File: config.mk
export PLATFORM = sky130hd
export DESIGN_NAME = pcrt_row
export DESIGN_NICKNAME = d
export VERILOG_FILES = /design/src/rtl/pcrt_pkg.sv /design/src/rtl/pcrt_row.sv
export SDC_FILE = /design/constraint.sdc
export NUM_CORES = 2
export LEC_CHECK = 0
export BUFFER_PORTS_ARGS = -buffer_cell sky130_fd_sc_hd__buf_2
export CAP_MARGIN = 0
export CORE_MARGIN = 10
export CORE_UTILIZATION = 40
export CTS_CLUSTER_SIZE = 30
export DETAILED_ROUTE_END_ITERATION = 8
export GPL_TIMING_DRIVEN = 0
export SKIP_LAST_GASP = 1
export SLEW_MARGIN = 10
export SYNTH_ARGS = -nofsm -noshare
export SYNTH_HDL_FRONTEND = slang
export SYNTH_SLANG_ARGS = --single-unit
File: constraint.sdc
create_clock -name clk -period 15.3 [get_ports clk]
set_input_delay 0.765 -clock clk [delete_from_list [all_inputs] [get_ports clk]]
set_output_delay 0.765 -clock clk [all_outputs]
set_load 0.05 [all_outputs]
File: src/rtl/pcrt_pkg.sv
package pcrt_pkg;

  // Coordinate format: signed Q15.8 at the default width
  localparam int CW       = 24;
  localparam int ROT_W    = 16;              // one Q1.14 rotation entry
  localparam int ROW_W    = 3 * ROT_W;       // one packed rotation row
  localparam int FRAC_W   = 14;              // fraction bits of a rotation entry
  localparam int DIFF_W   = CW + 1;          // p - c
  localparam int PROD_W   = DIFF_W + ROT_W;  // entry * (p - c)
  localparam int ACC_W    = PROD_W + 2;      // sum of three products plus bias
  localparam int RND_W    = ACC_W - FRAC_W;  // row after round and shift
  localparam int SUM_W    = RND_W + 2;       // row + shift + center
  localparam int ROUND_BIAS = 1 << (FRAC_W - 1);
  localparam int IDX_W    = 3;

  typedef logic signed [CW-1:0]     coord_t;
  typedef logic signed [DIFF_W-1:0] diff_t;
  typedef logic signed [PROD_W-1:0] prod_t;
  typedef logic signed [ACC_W-1:0]  acc_t;
  typedef logic signed [RND_W-1:0]  rnd_t;
  typedef logic signed [SUM_W-1:0]  sum_t;
  typedef logic signed [ROT_W-1:0]  rot_t;
  typedef logic [ROW_W-1:0]         row_t;

  localparam coord_t COORD_MAX = {1'b0, {(CW-1){1'b1}}};
  localparam coord_t COORD_MIN = {1'b1, {(CW-1){1'b0}}};

  typedef struct packed {
    coord_t x;
    coord_t y;
    coord_t z;
  } coord_vec_t;

  typedef struct packed {
    diff_t x;
    diff_t y;
    diff_t z;
  } diff_vec_t;

  typedef enum logic {
    MODE_BOX   = 1'b0,
    MODE_XFORM = 1'b1
  } mode_t;

  typedef enum logic [IDX_W-1:0] {
    REG_ROT_ROW0 = 3'd0,
    REG_ROT_ROW1 = 3'd1,
    REG_ROT_ROW2 = 3'd2,
    REG_SHIFT_X  = 3'd3,
    REG_SHIFT_Y  = 3'd4,
    REG_SHIFT_Z  = 3'd5
  } cfg_reg_t;

  localparam row_t ROW0_RST = row_t'(1 << FRAC_W) << (2 * ROT_W);
  localparam row_t ROW1_RST = row_t'(1 << FRAC_W) << ROT_W;
  localparam row_t ROW2_RST = row_t'(1 << FRAC_W);

endpackage

File: src/rtl/pcrt_row.sv
module pcrt_row (
  input  logic               clk,
  input  logic               en,
  input  pcrt_pkg::row_t     rot_row,
  input  pcrt_pkg::diff_vec_t d,
  input  pcrt_pkg::coord_t   cen,
  input  pcrt_pkg::coord_t   shift,
  output pcrt_pkg::coord_t   q,
  output logic               clip
);
  import pcrt_pkg::*;

  rot_t  e0, e1, e2;
  prod_t prod0_r, prod1_r, prod2_r;
  prod_t prod0_nxt, prod1_nxt, prod2_nxt;
  coord_t cen3_r, cen4_r;
  acc_t  acc_sum;
  rnd_t  rnd_r, rnd_nxt;
  sum_t  tot;

  assign e0 = rot_t'(rot_row[3*ROT_W-1:2*ROT_W]);
  assign e1 = rot_t'(rot_row[2*ROT_W-1:ROT_W]);
  assign e2 = rot_t'(rot_row[ROT_W-1:0]);

  assign prod0_nxt = prod_t'(e0) * prod_t'(d.x);
  assign prod1_nxt = prod_t'(e1) * prod_t'(d.y);
  assign prod2_nxt = prod_t'(e2) * prod_t'(d.z);

  // Round half up, then floor-shift back to Q15.8
  assign acc_sum = acc_t'(prod0_r) + acc_t'(prod1_r) + acc_t'(prod2_r)
                 + acc_t'(ROUND_BIAS);
  assign rnd_nxt = rnd_t'(acc_sum >>> FRAC_W);

  assign tot = sum_t'(rnd_r) + sum_t'(shift) + sum_t'(cen4_r);

  always_ff @(posedge clk) begin
    if (en) begin
      prod0_r <= prod0_nxt;
      prod1_r <= prod1_nxt;
      prod2_r <= prod2_nxt;
      cen3_r  <= cen;
      rnd_r   <= rnd_nxt;
      cen4_r  <= cen3_r;
    end
  end

  always_comb begin
    if (tot > sum_t'(COORD_MAX)) begin
      q    = COORD_MAX;
      clip = 1'b1;
    end else if (tot < sum_t'(COORD_MIN)) begin
      q    = COORD_MIN;
      clip = 1'b1;
    end else begin
      q    = coord_t'(tot);
      clip = 1'b0;
    end
  end

endmodule

== After elaboration in Yosys (flattened, before gate mapping) ==
Index checks and enable logic that the tools add are counted.

* Register bits after elaboration: 200
* Input bits: 173
* Output and inout port bits: 25
* Word-level logic and storage cells: 20

* Add/sub/neg operators: 5
* Multiply operators: 3
* Magnitude comparators: 2
* Muxes and demuxes: 4

{| class="wikitable"
|+ Operator list
! cell !! number
|-
| $mul 16x25->41 || 3
|-
| $mux 24 || 2
|-
| $add 42x41->43 || 1
|-
| $add 43x15->43 const B || 1
|-
| $add 41x41->42 || 1
|-
| $add 30x24->31 || 1
|-
| $gt 31x24->1 const B || 1
|-
| $lt 31x24->1 const B || 1
|-
| $add 29x24->30 || 1
|-
| $mux 1 || 2
|}

== Depth between registers and ports, before layout ==
* Depth after elaboration: 5
* Mapped depth: 26

== Worst setup path before layout ==
Ideal clock, no wire load.

* Kind: in2reg
* Start: input port rot_row[7]
* End: register prod2_r[37], data pin
* Library setup time: 0.259 ns
* Arrival: 6.675 ns
* Data required time: 15.041 ns
* Slack: 8.367 ns
* Stages: 25
* Buffers on the path: 2
* Path through: clkbuf_1 clkbuf_1 nand2_1 fa_1 inv_1 fa_1 inv_1 fa_1 inv_1 fa_1 fa_1 inv_1 fa_1 inv_1 ha_1 a21o_1 a31oi_1 o21ai_0 a21o_1 a21o_1 a211oi_1 o21ai_0 nor4bb_1 nor3_1 a211o_1

* Longest elaborated chain between the ends: 1

{| class="wikitable"
|+ Ends and longest elaborated chain
! item !! RTL line !! text
|-
| from (decl) || pcrt_row.sv:4 || <nowiki>input pcrt_pkg::row_t rot_row,</nowiki>
|-
| $mul 16x25->41 || pcrt_row.sv:27 || <nowiki>assign prod2_nxt = prod_t'(e2) * prod_t'(d.z);</nowiki>
|-
| net prod2_nxt[37] || pcrt_row.sv:15 || <nowiki>prod_t prod0_nxt, prod1_nxt, prod2_nxt;</nowiki>
|-
| to (signal assigned) || pcrt_row.sv:40 || <nowiki>prod2_r <= prod2_nxt;</nowiki>
|-
| to (decl) || pcrt_row.sv:14 || <nowiki>prod_t prod0_r, prod1_r, prod2_r;</nowiki>
|}

The timed path passes the listed nets, and every way through them passes these cells.
A chain may end at the register's enable or synchronous reset.

== Worst setup path in the final report ==
* Start: input port d[60] (netlist bit)
* End: register prod0_r[39], data pin

* Longest elaborated chain between the ends: 1

{| class="wikitable"
|+ Ends and longest elaborated chain
! item !! RTL line !! text
|-
| from (decl) || pcrt_row.sv:5 || <nowiki>input pcrt_pkg::diff_vec_t d,</nowiki>
|-
| $mul 16x25->41 || pcrt_row.sv:25 || <nowiki>assign prod0_nxt = prod_t'(e0) * prod_t'(d.x);</nowiki>
|-
| net prod0_nxt[39] || pcrt_row.sv:15 ||
|-
| to (signal assigned) || pcrt_row.sv:38 || <nowiki>prod0_r <= prod0_nxt;</nowiki>
|-
| to (decl) || pcrt_row.sv:14 ||
|}

The timed path passes the listed nets, and every way through them passes these cells.

==> flow_summary_export.csv <==
group,metric,value,unit
run_status,status,"completed",
die,die-height,389,µm
die,die-area,0.151,mm²
routing,drt-wirelength-per-cell,19.7,µm
synthesis,synth_warnings,0,
global_route,antenna_found_initial,11,
synthesis,synthAdderAreaFrac,54.9,%
synthesis,ys_seq_area_share,11.1,%
cts,cts_tree,"built",
worst_hold_path,hold_class,"flop to flop",
sta,min_period,8.51,ns
routing,finalWirelength,151000,µm
sta,worst_pin_slew,1.13,ns
synthesis,syn_area,0.0543,mm²
global_route,track_usage,20.5,%
critical_path,critPathKind,"input port to flop",
synthesis,synth_xor_area_share,2.74,%
critical_path,worst-path-max-fanout,10,
placed_design,gp_congestion,0.963,
global_route,grt_pass1_vias,41700,
critical_path,arrival,8.70,ns
sta,setup_viol,0,
die,start_util,40.2,%
cts,clk_pin_slew,0.08,ns
critical_path,crit_end,"prod0_r[39]",
sta,timing.slew.headroom,24.4,%
sta,report.final.slew_viol_count,0,
cts,cts_root_buffer,"clkbuf_16",
cts,ctsHoldBuffers,0,
routing,drtIter0Drc,2144,
cts,htreeDepth,4,
cts,clock_latency,0.49,ns
critical_path,r2r-end,"rnd_r[28]",
global_route,overflow,0,
critical_path,required,15.49,ns
synthesis,synth_edf_count,200,
cells_and_area,syn2layout_area_growth,7.13,%
synthesis,synth_compound_area_share,6.26,%
sta,timing.fmax,117,MHz
cts,cts_buffers,17,
global_route,grt_pass1_wl,241000,µm
placed_design,place_ws,6.37,ns
sta,period_share,55.6,%
global_route,grt_max_degree,103,
synthesis,async_reset_ff_share,0,%
cells_and_area,fillers,13300,
flow_run,maxCapViolCount,0,
sta,skew,0.0191,ns
critical_path,reg2reg_depth,13,
cts,ctsResizeCount,0,
critical_path,critPathCaptureType,"flop",
synthesis,yosysUniqueCellTypes,88,
critical_path,startpoint,"d[60]",
synthesis,syn-num-nets,7458,
cells_and_area,layout.nets,7670,
critical_path,r2r-start,"prod0_r[16]",
routing,first_pass_iters,5,
synthesis,synthMuxAreaShare,0.0737,%
die,core-area,0.135,mm²
routing,viasPerCell,5.02,
synthesis,syn_avg_cell_area,9.63,µm²
routing,antenna_left,0,
cts,post_cts_buffers,0,
cts,clk_path_buf_depth,2,
die,die_w,389,µm
sta,setup_ws,6.79,ns
cts,clkSinkCount,200,
placed_design,port_buffers,191,
routing,vias,38400,
synthesis,synth_seq_cells,200,
synthesis,synthFlopType,"edfxtp_1",
synthesis,synthCells,5642,
sta,rsz0062_at_grt,"no",
sta,hold_violations,0,
die,rows,135,
die,ios,198,
sta,setup_tns,0,ns
synthesis,yosys.area_share.simple,13.9,%
critical_path,regToRegSetupSlack,10.16,ns
synthesis,synth_top_family_by_area,"adder cells",
cells_and_area,drive_above_1_share,4.81,%
routing,drc,0,
placed_design,hpwl,130000,µm
critical_path,critPathLaunchType,"input port",
## synthesized netlist by cell type, drive strengths merged, types with 5 or more instances
cell | n | area share, %
a211o | 9 | 0.15
a211oi | 18 | 0.27
a21boi | 7 | 0.097
a21o | 84 | 1.2
a21oi | 162 | 1.5
a221oi | 6 | 0.097
a311oi | 5 | 0.081
a31oi | 14 | 0.16
a41oi | 7 | 0.13
and2 | 484 | 5.6
and3 | 23 | 0.27
and4 | 6 | 0.097
buf | 9 | 0.15
clkbuf | 185 | 1.4
edfxtp | 200 | 11
fa | 1234 | 45
ha | 409 | 9.4
inv | 1374 | 9.5
nand2 | 723 | 5.0
nand2b | 34 | 0.39
nand3 | 32 | 0.29
nand3b | 5 | 0.069
nand4 | 17 | 0.20
nor2 | 134 | 0.93
nor2b | 17 | 0.20
nor3 | 36 | 0.35
nor4 | 5 | 0.085
o2111ai | 8 | 0.16
o211ai | 15 | 0.23
o21a | 23 | 0.32
o21ai | 75 | 0.69
o21ba | 5 | 0.092
o21bai | 26 | 0.36
o31ai | 9 | 0.16
or2 | 9 | 0.10
or3 | 10 | 0.12
xnor2 | 127 | 2.0
xor2 | 43 | 0.69
## placed cells by master (no fill, tap or decap), types with 34 or more instances in the layout
cell type  instances
a21o_1            83
a21oi_1          160
and2_1           484
buf_2            192
clkbuf_1         179
edfxtp_1         200
fa_1            1234
ha_1             409
inv_1           1374
nand2_1          723
nand2b_1          34
nor2_1           134
nor3_1            35
o21ai_0           71
xnor2_1          127
xor2_1            43
## cell families after synthesis
logic type,after synthesis
xor gates and xnor gates,170
AOI/OAI and AO/OA,506
buffers and inverters,1570
DFF,200
muxes,4
adders and majority gates,1643
and+or+nand+nor,1549
## worst max-delay path: stages
cell and delay [ns]:
buf_2 0.25, clkbuf_1 0.57, nand2_1 0.18, fa_1 0.54
fa_1 0.48, fa_1 0.55, inv_1 0.05, fa_1 0.51
fa_1 0.50, inv_1 0.05, fa_1 0.50, inv_1 0.05
ha_1 0.35, a21oi_1 0.16, nand2_1 0.15, a221oi_1 0.55
a21oi_1 0.24, o31ai_1 0.71, o21ai_0 0.34, a311oi_1 0.44
a21oi_1 0.14, xor2_1 0.60
## flip-flops by register name, indices dropped and copies added, names as in the netlist
name / count
cen4_r: 24
rnd_r: 29
prod1_r: 41
prod2_r: 41
prod0_r: 41
cen3_r: 24
## area by class of cell
class / count / area [µm²] / area share, %
multi-input combinational: 3872 / 42300 / 72.7
inverter: 1375 / 5160 / 8.87
tap: 1781 / 2230 / 3.83
buffer: 195 / 837 / 1.44
sequential: 200 / 6010 / 10.3
clock inverter: 15 / 186 / 0.320
antenna: 5 / 12.5 / 0.0215
timing repair buffer: 193 / 1020 / 1.75
clock buffer: 17 / 425 / 0.731
## through the flow
stage / instance area (µm²) / utilization, % / hold WS (ns) / std cells
2_1_floorplan: 54300 / - / 0.400 / 5642
3_3_place_gp: 57500 / 42.6 / 0.404 / 7614
3_5_place_dp: 57600 / 42.6 / 0.408 / 7616
4_1_cts: 58200 / 43.1 / 0.400 / 7648
5_1_grt: 58200 / 43.1 / 0.424 / 7652
6_report: 58200 / 43.1 / 0.427 / 7653
## worst min path at each step
stage                   start         end  slack [ns]  cells past startpoint
floorplan           cen3_r[0]   cen4_r[0]        0.40                      0
CTS                   cen[23]  cen3_r[23]        0.40                      1
global placement    cen3_r[5]   cen4_r[5]        0.40                      0
detailed placement  cen3_r[3]   cen4_r[3]        0.41                      0
global route           cen[8]   cen3_r[8]        0.42                      1
finish              cen3_r[3]   cen4_r[3]        0.43                      0
## layer usage
layer / track usage (%) / wire length (µm) / up-vias
met4: 6.68 / 5490 / 0
met3: 2.68 / 8000 / 219
met1: 27.6 / 65600 / 19800
li1: - / - / 17400
met2: 34.2 / 71900 / 1078
met5: 0 / 0 / -
Power is not shown: default switching activity piles up to over one toggle a cycle in this logic, so the estimate is an artifact.
